$ cat src/design/hsv_pkg.sv
// ----------------------------------------------------------------------------
// hsv_pkg: shared types and constants for the HSV to RGB converter
// Pixel payload structs, queue entry, sector codes and fixed-point constants.
// ----------------------------------------------------------------------------
package hsv_pkg;

   // Fixed-point formats
   localparam int HUE_FRAC_BITS  = 6;
   localparam int CHAN_FRAC_BITS = 10;
   localparam int CHAN_ONE       = 1 << CHAN_FRAC_BITS;         // 1.0 in Q10
   localparam int HUE_SPAN       = 60 << HUE_FRAC_BITS;         // 60 degrees
   localparam int HUE_TURN       = 6 * HUE_SPAN;                // 360 degrees
   localparam int MID_FULL       = CHAN_ONE * HUE_SPAN;         // ONE*SPAN
   localparam int CHAN_MAX       = 255;
   // SPAN = 256 * 15: the /SPAN step becomes a shift and a divide by 15
   localparam int DIV_SMALL      = HUE_SPAN >> 8;
   localparam int DIV_RECIP      = 65535 / DIV_SMALL;

   // Queue between front and back
   localparam int QDEPTH   = 4;
   localparam int QPTR_W   = $clog2(QDEPTH);
   localparam int QCOUNT_W = $clog2(QDEPTH + 1);

   typedef struct packed {
      logic signed [15:0] hue;
      logic [10:0]        saturation;
      logic [10:0]        brightness;
   } hsv_req_type;

   typedef struct packed {
      logic [7:0] red;
      logic [7:0] green;
      logic [7:0] blue;
   } hsv_rsp_type;

   // Sixty-degree sectors, named by the colors at their edges
   typedef enum logic [2:0] {
      SEC_RY = 3'd0,
      SEC_YG = 3'd1,
      SEC_GC = 3'd2,
      SEC_CB = 3'd3,
      SEC_BM = 3'd4,
      SEC_MR = 3'd5
   } hsv_sector_type;

   // Classified pixel, as held in the queue
   typedef struct packed {
      hsv_sector_type sector;
      logic [11:0]    k;      // distance into sector, mirrored in falling sectors
      logic [10:0]    sat;    // clamped to 1.0
      logic [10:0]    val;    // clamped to 1.0
   } hsv_item_type;

   typedef struct packed {
      logic                full;
      logic                empty;
      logic [QCOUNT_W-1:0] count;
   } hsv_qstat_type;

endpackage

$ cat src/design/hsv_to_rgb.sv
// ----------------------------------------------------------------------------
// hsv_to_rgb: HSV to 8-bit RGB pixel converter
// Path: a pixel taken on req is written into the queue, then passes the
//   three arithmetic stages and the result register before it shows on rsp.
// Throughput: one pixel per cycle; a 4-entry queue keeps req open while rsp
//   is stalled, until the queue fills.
// Reset: synchronous, clears queue pointers, queue count and pipeline valid bits only.
// ----------------------------------------------------------------------------
module hsv_to_rgb (
   input  logic                 clock,
   input  logic                 reset,
   input  logic                 req_valid,
   output logic                 req_stall,
   input  hsv_pkg::hsv_req_type req_data,
   output logic                 rsp_valid,
   input  logic                 rsp_stall,
   output hsv_pkg::hsv_rsp_type rsp_data
);
   import hsv_pkg::*;

   hsv_item_type  front_item;
   hsv_item_type  head_item;
   hsv_qstat_type q_stat;
   logic          q_push;
   logic          q_pop;

   // Front: wrap hue, clamp s and v, pick the sector. Pure logic, so a
   // transfer on req lands in the queue on the same edge.
   hsv_front u_front (
      .req_data (req_data),
      .item     (front_item)
   );

   // Stall only on a full queue; the count is registered, so req_stall
   // does not depend on anything at the rsp side within the cycle.
   assign req_stall = q_stat.full;
   assign q_push    = req_valid && !q_stat.full;

   hsv_queue u_queue (
      .clock     (clock),
      .reset     (reset),
      .push      (q_push),
      .push_item (front_item),
      .pop       (q_pop),
      .head_item (head_item),
      .stat      (q_stat)
   );

   // Back: chroma arithmetic and channel mapping. It freezes as a whole
   // when its result register holds a pixel that rsp has not taken.
   hsv_back u_back (
      .clock      (clock),
      .reset      (reset),
      .item_valid (!q_stat.empty),
      .item       (head_item),
      .pop        (q_pop),
      .rsp_valid  (rsp_valid),
      .rsp_stall  (rsp_stall),
      .rsp_data   (rsp_data)
   );

   // Queue occupancy never passes its depth
   a_queue_bound: assert property (@(posedge clock) disable iff (reset)
      q_stat.count <= QCOUNT_W'(QDEPTH))
      else $error("queue count beyond depth");

   // The back end never pops an empty queue
   a_pop_nonempty: assert property (@(posedge clock) disable iff (reset)
      q_pop |-> !q_stat.empty)
      else $error("pop from empty queue");

   // A push without a pop leaves something in the queue
   a_push_fills: assert property (@(posedge clock) disable iff (reset)
      (q_push && !q_pop) |=> !q_stat.empty)
      else $error("pushed item lost");

endmodule

$ cat src/design/hsv_front.sv
// ----------------------------------------------------------------------------
// hsv_front: hue wrap and sector classification
// Wraps hue into one turn, clamps saturation and brightness, and finds the
// sector and the mirrored offset k inside it.
// ----------------------------------------------------------------------------
module hsv_front (
   input  hsv_pkg::hsv_req_type  req_data,
   output hsv_pkg::hsv_item_type item
);
   import hsv_pkg::*;

   localparam logic signed [16:0] TURN_S     = 17'(HUE_TURN);
   localparam logic signed [16:0] NEG_TURN_S = -17'(HUE_TURN);
   localparam logic signed [16:0] TWO_TURN_S = 17'(2 * HUE_TURN);
   localparam logic [10:0]        ONE_C      = 11'(CHAN_ONE);
   localparam logic [11:0]        SPAN_C     = 12'(HUE_SPAN);

   logic signed [16:0] hue_ext;
   logic signed [16:0] hue_adj;
   logic [14:0]        hue_w;
   logic [14:0]        base;
   logic [14:0]        offs;
   logic [11:0]        f;
   logic               falling;

   always_comb begin
      hue_ext = {req_data.hue[15], req_data.hue};
      priority if (hue_ext < NEG_TURN_S) begin
         hue_adj = hue_ext + TWO_TURN_S;
      end else if (hue_ext < 17'sd0) begin
         hue_adj = hue_ext + TURN_S;
      end else if (hue_ext >= TURN_S) begin
         hue_adj = hue_ext - TURN_S;
      end else begin
         hue_adj = hue_ext;
      end
      hue_w = hue_adj[14:0];

      // boundary values go to the higher sector
      priority if (hue_w >= 15'(5 * HUE_SPAN)) begin
         item.sector = SEC_MR;
         base        = 15'(5 * HUE_SPAN);
         falling     = 1'b1;
      end else if (hue_w >= 15'(4 * HUE_SPAN)) begin
         item.sector = SEC_BM;
         base        = 15'(4 * HUE_SPAN);
         falling     = 1'b0;
      end else if (hue_w >= 15'(3 * HUE_SPAN)) begin
         item.sector = SEC_CB;
         base        = 15'(3 * HUE_SPAN);
         falling     = 1'b1;
      end else if (hue_w >= 15'(2 * HUE_SPAN)) begin
         item.sector = SEC_GC;
         base        = 15'(2 * HUE_SPAN);
         falling     = 1'b0;
      end else if (hue_w >= 15'(HUE_SPAN)) begin
         item.sector = SEC_YG;
         base        = 15'(HUE_SPAN);
         falling     = 1'b1;
      end else begin
         item.sector = SEC_RY;
         base        = 15'd0;
         falling     = 1'b0;
      end

      offs   = hue_w - base;
      f      = offs[11:0];
      item.k = falling ? (SPAN_C - f) : f;

      item.sat = (req_data.saturation > ONE_C) ? ONE_C : req_data.saturation;
      item.val = (req_data.brightness > ONE_C) ? ONE_C : req_data.brightness;
   end

endmodule

$ cat src/design/hsv_queue.sv
// ----------------------------------------------------------------------------
// hsv_queue: short FIFO between front and back
// Holds classified pixels so the input side keeps taking transfers while the
// back end is stalled.
// ----------------------------------------------------------------------------
module hsv_queue (
   input  logic                   clock,
   input  logic                   reset,
   input  logic                   push,
   input  hsv_pkg::hsv_item_type  push_item,
   input  logic                   pop,
   output hsv_pkg::hsv_item_type  head_item,
   output hsv_pkg::hsv_qstat_type stat
);
   import hsv_pkg::*;

   hsv_item_type        mem_ff [QDEPTH];
   logic [QPTR_W-1:0]   wr_ptr_ff, wr_ptr_in;
   logic [QPTR_W-1:0]   rd_ptr_ff, rd_ptr_in;
   logic [QCOUNT_W-1:0] count_ff, count_in;

   always_comb begin
      wr_ptr_in = push ? wr_ptr_ff + 1'b1 : wr_ptr_ff;
      rd_ptr_in = pop  ? rd_ptr_ff + 1'b1 : rd_ptr_ff;
      count_in  = count_ff;
      if (push && !pop) begin
         count_in = count_ff + 1'b1;
      end else if (pop && !push) begin
         count_in = count_ff - 1'b1;
      end
   end

   always_ff @(posedge clock) begin
      if (reset) begin
         wr_ptr_ff <= '0;
         rd_ptr_ff <= '0;
         count_ff  <= '0;
      end else begin
         wr_ptr_ff <= wr_ptr_in;
         rd_ptr_ff <= rd_ptr_in;
         count_ff  <= count_in;
      end
   end

   always_ff @(posedge clock) begin
      if (push) begin
         mem_ff[wr_ptr_ff] <= push_item;
      end
   end

   assign head_item  = mem_ff[rd_ptr_ff];
   assign stat.count = count_ff;
   assign stat.full  = (count_ff == QCOUNT_W'(QDEPTH));
   assign stat.empty = (count_ff == '0);

endmodule

$ cat src/design/hsv_back.sv
// ----------------------------------------------------------------------------
// hsv_back: channel arithmetic pipeline
// Four stages: chroma terms, products with brightness, scale by 255, then the
// divide by 15 and the sector-to-channel mapping into the result register.
// ----------------------------------------------------------------------------
module hsv_back (
   input  logic                  clock,
   input  logic                  reset,
   input  logic                  item_valid,
   input  hsv_pkg::hsv_item_type item,
   output logic                  pop,
   output logic                  rsp_valid,
   input  logic                  rsp_stall,
   output hsv_pkg::hsv_rsp_type  rsp_data
);
   import hsv_pkg::*;

   typedef struct packed {
      hsv_sector_type sector;
      logic [10:0]    val;
      logic [22:0]    sk;     // s * (SPAN - k)
      logic [10:0]    ls;     // ONE - s
   } st1_type;

   typedef struct packed {
      hsv_sector_type sector;
      logic [10:0]    val;
      logic [31:0]    pm;     // v * (ONE*SPAN - s*(SPAN-k))
      logic [20:0]    pl;     // v * (ONE - s)
   } st2_type;

   typedef struct packed {
      hsv_sector_type sector;
      logic [7:0]     hi8;
      logic [7:0]     lo8;
      logic [11:0]    q;      // 255*pm / 2^28, still to be divided by 15
   } st3_type;

   st1_type      s1_ff, s1_in;
   st2_type      s2_ff, s2_in;
   st3_type      s3_ff, s3_in;
   logic         v1_ff, v2_ff, v3_ff, vo_ff;
   hsv_rsp_type  out_ff, out_in;
   logic         adv;

   logic [21:0]  mid_term;
   logic [32:0]  pm_full;
   logic [21:0]  pl_full;
   logic [17:0]  top_sc;
   logic [28:0]  low_sc;
   logic [39:0]  mid_sc;
   logic [24:0]  est_prod;
   logic [7:0]   est;
   logic [11:0]  rem;
   logic [7:0]   mi8;

   // whole pipeline moves unless the result register is held
   assign adv = !vo_ff || !rsp_stall;
   assign pop = adv && item_valid;

   // stage 1
   always_comb begin
      s1_in.sector = item.sector;
      s1_in.val    = item.val;
      s1_in.sk     = 23'(item.sat) * 23'(12'(HUE_SPAN) - item.k);
      s1_in.ls     = 11'(CHAN_ONE) - item.sat;
   end

   // stage 2
   always_comb begin
      mid_term     = 22'(MID_FULL) - s1_ff.sk[21:0];
      pm_full      = 33'(s1_ff.val) * 33'(mid_term);
      pl_full      = 22'(s1_ff.val) * 22'(s1_ff.ls);
      s2_in.sector = s1_ff.sector;
      s2_in.val    = s1_ff.val;
      s2_in.pm     = pm_full[31:0];
      s2_in.pl     = pl_full[20:0];
   end

   // stage 3: scale by 255 and drop the 2^-10, 2^-20 and 2^-28 weights
   always_comb begin
      top_sc       = 18'(s2_ff.val) * 18'(CHAN_MAX);
      low_sc       = 29'(s2_ff.pl) * 29'(CHAN_MAX);
      mid_sc       = 40'(s2_ff.pm) * 40'(CHAN_MAX);
      s3_in.sector = s2_ff.sector;
      s3_in.hi8    = top_sc[17:10];
      s3_in.lo8    = low_sc[27:20];
      s3_in.q      = mid_sc[39:28];
   end

   // stage 4: q / 15 by reciprocal, estimate is at most one low
   always_comb begin
      est_prod = 25'(s3_ff.q) * 25'(DIV_RECIP);
      est      = est_prod[23:16];
      rem      = s3_ff.q - 12'(est) * 12'(DIV_SMALL);
      mi8      = est + 8'(rem >= 12'(DIV_SMALL));
      unique case (s3_ff.sector)
         SEC_RY: begin
            out_in = '{red: s3_ff.hi8, green: mi8, blue: s3_ff.lo8};
         end
         SEC_YG: begin
            out_in = '{red: mi8, green: s3_ff.hi8, blue: s3_ff.lo8};
         end
         SEC_GC: begin
            out_in = '{red: s3_ff.lo8, green: s3_ff.hi8, blue: mi8};
         end
         SEC_CB: begin
            out_in = '{red: s3_ff.lo8, green: mi8, blue: s3_ff.hi8};
         end
         SEC_BM: begin
            out_in = '{red: mi8, green: s3_ff.lo8, blue: s3_ff.hi8};
         end
         SEC_MR: begin
            out_in = '{red: s3_ff.hi8, green: s3_ff.lo8, blue: mi8};
         end
         default: begin
            out_in = '{red: s3_ff.hi8, green: s3_ff.lo8, blue: mi8};
         end
      endcase
   end

   always_ff @(posedge clock) begin
      if (reset) begin
         v1_ff <= 1'b0;
         v2_ff <= 1'b0;
         v3_ff <= 1'b0;
         vo_ff <= 1'b0;
      end else if (adv) begin
         v1_ff <= item_valid;
         v2_ff <= v1_ff;
         v3_ff <= v2_ff;
         vo_ff <= v3_ff;
      end
   end

   always_ff @(posedge clock) begin
      if (adv) begin
         s1_ff  <= s1_in;
         s2_ff  <= s2_in;
         s3_ff  <= s3_in;
         out_ff <= out_in;
      end
   end

   assign rsp_valid = vo_ff;
   assign rsp_data  = out_ff;

endmodule

$ cat config.mk
export PLATFORM = sky130hd
export DESIGN_NAME = hsv_to_rgb
export DESIGN_NICKNAME = d
export VERILOG_FILES = /design/src/design/hsv_pkg.sv /design/src/design/hsv_to_rgb.sv /design/src/design/hsv_front.sv /design/src/design/hsv_queue.sv /design/src/design/hsv_back.sv
export SDC_FILE = /design/constraint.sdc
export NUM_CORES = 2
export LEC_CHECK = 0
export BUFFER_PORTS_ARGS = -buffer_cell sky130_fd_sc_hd__buf_2
export CORE_UTILIZATION = 57
export CTS_BUF_LIST = sky130_fd_sc_hd__clkbuf_8
export DETAILED_ROUTE_END_ITERATION = 10
export GPL_ROUTABILITY_DRIVEN = 0
export PLACE_DENSITY = 0.79
export SYNTH_ARGS = -nofsm -noshare
export SYNTH_HDL_FRONTEND = slang
export SYNTH_SLANG_ARGS = --single-unit
$ cat constraint.sdc
create_clock -name clock -period 10.9 [get_ports clock]
set_input_delay 3.27 -clock clock [delete_from_list [all_inputs] [get_ports clock]]
set_output_delay 3.27 -clock clock [all_outputs]
set_load 0.05 [all_outputs]
## After elaboration in Yosys (flattened, before gate mapping)

Memories as Yosys holds them, arrays and structs flattened. A register that Yosys moved wholly into a read port is not among the register bits.
Index checks and enable logic that the tools add are counted.

| word-level totals | value |
|---|---|
| output and inout port bits | 26 |
| register bits after elaboration | 180 |
| input bits | 42 |
| memory bits (writable) | 148 |
| memories | 1 |

Memories:

| name | words | bits a word | rd ports | clocked after Yosys merged registers in | write ports | line | RTL |
|---|---|---|---|---|---|---|---|
| u_queue.mem_ff | 4 | 37 | 1 | 1 | 1 | hsv_queue.sv:17 | `hsv_item_type mem_ff [QDEPTH];` |

| operators by class | value |
|---|---|
| multiplexer cells | 28 |
| add/subtract/negate cells | 14 |
| $mul | 8 |
| reductions and logical operators | 14 |
| $lt $le $gt $ge | 11 |
| equality and inequality tests | 5 |

Operators with widths:

| kind | number |
|---|---|
| 24-bit one-hot mux with 5 select lines | 1 |
| 12-bit two-way mux | 6 |
| 15-bit two-way mux | 3 |
| 32-bit by 8-bit multiplier with 40-bit output, second input constant | 1 |
| 11-bit by 22-bit multiplier with 32-bit output | 1 |
| 15-bit adder, second input constant | 2 |
| 15-bit by 14-bit greater-or-equal comparator with 1-bit output, second input constant | 2 |
| 21-bit by 8-bit multiplier with 28-bit output, second input constant | 1 |
| 12-bit by 13-bit multiplier with 24-bit output, second input constant | 1 |
| 12-bit subtractor | 2 |
| 11-bit by 23-bit multiplier with 22-bit output | 1 |
| 11-bit greater-than comparator, second input constant | 2 |
| 11-bit two-way mux | 2 |
| 22-bit subtractor, first input constant | 1 |
| 11-bit by 11-bit multiplier with 21-bit output | 1 |
| 11-bit by 8-bit multiplier with 18-bit output, second input constant | 1 |
| 3-bit two-way mux | 6 |
| 16-bit greater-or-equal comparator, second input constant | 1 |
| 16-bit by 1-bit less-than comparator with 1-bit output, second input constant | 1 |
| 16-bit less-than comparator, second input constant | 1 |
| 15-bit by 12-bit greater-or-equal comparator with 1-bit output, second input constant | 1 |
| 15-bit by 13-bit greater-or-equal comparator with 1-bit output, second input constant | 1 |
| 15-bit greater-or-equal comparator, second input constant | 1 |
| 15-bit subtractor, second input constant | 1 |
| other kinds (19) | 39 |

## Longest topological paths before layout

| depth | value |
|---|---|
| word-level depth | 13 |
| depth in mapped cells | 39 |

## Hierarchy

Synthesis repeated with hierarchy kept, for this count alone.

| second synthesis, totals | value |
|---|---|
| cell total of the unflattened synthesis | 3,924 |
| area total of the unflattened synthesis | 41,932.7 um2 |

By module, submodules not included:

| module | area an instance (um2) | cells each | seq. area each (um2) | instances |
|---|---|---|---|---|
| hsv_back | 34,907.2 | 3,511 | 5,154.9 | 1 |
| hsv_queue | 5,824.3 | 237 | 4,624.4 | 1 |
| hsv_front | 1,183.6 | 174 | 0.0 | 1 |
| hsv_to_rgb | 17.5 | 2 | 0.0 | 1 |

## Worst setup path after synthesis

No wires, ideal clock.

| timing | value |
|---|---|
| path kind | input to register |
| start point | input port rsp_stall |
| end point | register u_queue.count_ff[2] |
| path buffers | 0 |
| cell stages on the path | 8 |
| setup time | 70 ps |
| path slack | 2,035 ps |
| arrival time | 8,796 ps |
| cell sequence | nand2_1 o31ai_1 ha_1 inv_1 fa_1 xor2_1 or3_1 a21oi_1 |

| on the way | value |
|---|---|
| word-level cells in the longest chain between the ends | 6 |

RTL lines:

| what | line | RTL |
|---|---|---|
| from (decl) | hsv_to_rgb.sv:16 | `input logic rsp_stall,` |
| 1-bit logical NOT * | hsv_back.sv:58 | `assign adv = !vo_ff \|\| !rsp_stall;` |
| 1-bit logical OR * | hsv_back.sv:58 |  |
| 1-bit logical AND * | hsv_back.sv:59 | `assign pop = adv && item_valid;` |
| 1-bit logical NOT | hsv_queue.sv:26 | `if (push && !pop) begin` |
| 1-bit logical AND | hsv_queue.sv:26 |  |
| 3-bit two-way mux or 2-bit nonzero test (tied branches) | n/a |  |
| to (signal assigned) | hsv_queue.sv:41 | `count_ff <= count_in;` |
| to (decl) | hsv_queue.sv:20 | `logic [QCOUNT_W-1:0] count_ff, count_in;` |

Mark *: on every way between the ends. The rest lies on a longest branch, timed or not.
A chain may end at the register's enable or synchronous reset.

==> results.json <==
{
  "clock-sinks": 330,
  "synth_seq_cells": 330,
  "synth_area_um2": 41580,
  "die_w_um": 272.1,
  "synth_nets": 5012,
  "r2r_end": "u_back.rsp_data[23]",
  "drv_cap": 0,
  "period_needed_ns": 8.469,
  "yosys_warnings": 0,
  "fin_crit_sh_pct": 77.70,
  "root_buffer": "clkbuf_8",
  "grt_usage_pct": 23.03,
  "synth-compound-area-share_pct": 5.711,
  "place_area_um2": 42870,
  "ctsResizeCount": 0,
  "rows": 98,
  "setup_viol": 0,
  "rsz0062_at_grt": "false",
  "synth-simple-area-share_pct": 10.90,
  "clockBufferDepth": 3,
  "start_util_pct": 57.87,
  "synthTopCellsByArea": "fa_1 33%, edfxtp_1 23%, ha_1 12%",
  "critPathKind": "reg -> reg",
  "ys.flop_type": "edfxtp_1",
  "run_status": "complete, no violations",
  "drc_errors": 0,
  "clk_latency_ns": 0.70,
  "totalWireLength_um": 82110,
  "via_count": 26803,
  "path_common_cell": "ha_1",
  "layout_common_cells": "806 x inv_1, 692 x fa_1, 385 x ha_1",
  "final_common_cell": "inv_1",
  "drt-vias-per-instance": 5.441,
  "grt_pass1_vias": 28753,
  "clkTransAtPathRegs_ns": 0.07,
  "pre_cts_slack_ns": 2.488,
  "design_area_um2": 44170,
  "ys_async_sr_fraction_pct": 0,
  "whs_endpoint": "u_back.s2_ff[64]",
  "cts_htree_levels": 2,
  "maxSlewViolCount": 0,
  "finalHoldViolCount": 0,
  "crit_buf_inv": 3,
  "whs_path_depth": 0,
  "routedWlPerCell_um": 16.67,
  "cts_tree": "done",
  "cts_inserted_buffers": 57,
  "netlist.area_leader.share_pct": 33.31,
  "dp.final_hpwl_um": 64730,
  "firstDrtPassIters": 6,
  "muxShareOfSynthArea_pct": 2.290,
  "grt_pass1_wl_um": 138200,
  "endpoint_kind": "flop",
  "antenna_found_initial": 1,
  "grt_max_degree": 63,
  "fmax_ghz": 0.1181,
  "cp.required_ns": 11.40,
  "setup_tns_ns": 0,
  "drtIter0Drc": 1881,
  "synth_seq_area_share_pct": 23.52,
  "path_delay_family": "adder cells",
  "skew_ns": 0.08433,
  "synth_top_family_by_area": "adder cells",
  "rrSetupSlack_ns": 2.43,
  "worst_slew_pin_slew_ns": 1.371,
  "areaGrowthSynthToFinish_pct": 6.219,
  "slew_headroom_pct": 7.947,
  "syn_avg_cell_area_um2": 10.68,
  "syn-instance-count": 3893,
  "synth_top_area_cell": "fa_1",
  "synth_fa_ha_area_share_pct": 44.90,
  "synth_cell_types": 71,
  "start_kind": "flop",
  "critPathMaxFanout": 5,
  "dieArea_um2": 74040,
  "grt_overflow": 0,
  "fp.coreArea_um2": 71850,
  "setup_slack_ns": 2.431,
  "yosys.area_share.xor_xnor_pct": 4.318,
  "worst_path_max_delay_cell": "fa_1",
  "cp.depth": 34,
  "worstReg2RegStart": "u_back.s3_ff[7]",
  "ant_nets": 0,
  "synth_edf_count": 317,
  "min_path_type": "reg -> reg",
  "dieHeight_um": 272.1,
  "ios": 68,
  "drive_gt1_share_pct": 6.289,
  "nets": 5045,
  "cp.arrival_ns": 8.97,
  "io_buffer_count": 67,
  "hp-start": "u_back.s1_ff[45]",
  "cts_hold_buf": 0,
  "critPathMaxStageDelay_ns": 0.55,
  "reg2reg_depth": 34,
  "postCtsSetupRepairBufs": 0
}
## layer usage
| layer | GRT usage, % | up-vias | part of all wire, % |
|---|---|---|---|
| li1 | - | 12436 | - |
| met1 | 30.51 | 13410 | 43 |
| met2 | 39.91 | 810 | 49 |
| met3 | 3.227 | 147 | 6.0 |
| met4 | 5.958 | 0 | 2.1 |
| met5 | 0 | - | 0 |
## logic make-up (layout without fill, tap and decap cells)
kind of cell / count (synthesis) / count (layout)
mux: 51 / 51
simple gates: 935 / 935
other cells: 0 / 1
fa+ha+maj: 1077 / 1077
compound gates: 373 / 373
xor+xnor: 205 / 205
buf+inv: 922 / 1004
flops: 330 / 330
## how the worst max path moves through the flow
stage / start / end
after floorplan: rsp_stall / u_queue.count_ff[2]
final: u_back.s3_ff[7] / u_back.rsp_data[23]
after global placement: u_back.s3_ff[11] / u_back.rsp_data[7]
after CTS: u_back.s3_ff[11] / u_back.rsp_data[10]
after detailed placement: u_back.s3_ff[11] / u_back.rsp_data[10]
after global routing: u_back.s3_ff[11] / u_back.rsp_data[2]
## Yosys cell counts (5+ instances only)
| cell type | count |
|---|---|
| a211oi_1 | 9 |
| a21boi_0 | 5 |
| a21o_1 | 43 |
| a21oi_1 | 100 |
| a221oi_1 | 7 |
| a31oi_1 | 19 |
| and2_1 | 197 |
| and3_1 | 12 |
| buf_1 | 9 |
| clkbuf_1 | 110 |
| dfxtp_1 | 13 |
| edfxtp_1 | 317 |
| fa_1 | 692 |
| ha_1 | 385 |
| inv_1 | 798 |
| mux2i_1 | 13 |
| mux4_2 | 35 |
| nand2_1 | 383 |
| nand2b_1 | 24 |
| nand3_1 | 35 |
| nand3b_1 | 6 |
| nand4_1 | 10 |
| nor2_1 | 127 |
| nor2b_1 | 47 |
| nor3_1 | 39 |
| nor4_1 | 10 |
| o2111ai_1 | 5 |
| o211ai_1 | 17 |
| o21a_1 | 18 |
| o21ai_0 | 84 |
| o21ai_1 | 5 |
| o21bai_1 | 6 |
| o22ai_1 | 9 |
| o31ai_1 | 7 |
| or2_2 | 13 |
| or3_1 | 12 |
| or4_1 | 5 |
| xnor2_1 | 152 |
| xor2_1 | 53 |
## sequential cells by signal, summed over array words and instances (netlist names), named ones only
register	count
u_queue.wr_ptr_ff	2
u_queue.mem_ff	148
u_back.v1_ff	1
u_back.s3_ff	31
u_back.s1_ff	47
u_back.rsp_valid	1
u_back.s2_ff	67
u_queue.rd_ptr_ff	2
u_back.v2_ff	1
u_back.rsp_data	24
u_back.v3_ff	1
u_queue.count_ff	3
## area by class of cell
| class | instances | area, um2 |
|---|---|---|
| multi-input combinational | 2641 | 28340 |
| fill | 5593 | 27680 |
| sequential | 330 | 9782 |
| clock buffer | 61 | 839.6 |
| clock inverter | 47 | 459.2 |
| tap | 950 | 1189 |
| antenna | 1 | 2.502 |
| inverter | 799 | 2999 |
| timing repair buffer | 97 | 560.5 |
## stage by stage
stage / utilization [%] / std cells / hold slack (ns)
after floorplan: - / 3893 / 0.4003
final: 61.47 / 4926 / 0.4297
after global placement: 59.66 / 4817 / 0.4017
after detailed placement: 59.66 / 4817 / 0.4116
after CTS: 61.47 / 4925 / 0.4337
after global routing: 61.47 / 4926 / 0.4357
## worst reg2reg max path: cells and delay by family (launching register included)
family                   cells  cell delay, ns
adder cells (fa/ha/maj)     10            3.31
XOR/XNOR                     4            1.09
buffers and inverters        3            0.31
AO/OA/AOI/OAI                9            1.88
AND/OR/NAND/NOR              8            1.22
flip-flops                   1            0.44
Power is not shown: default switching activity piles up to over one toggle a cycle in this logic, so the estimate is an artifact.
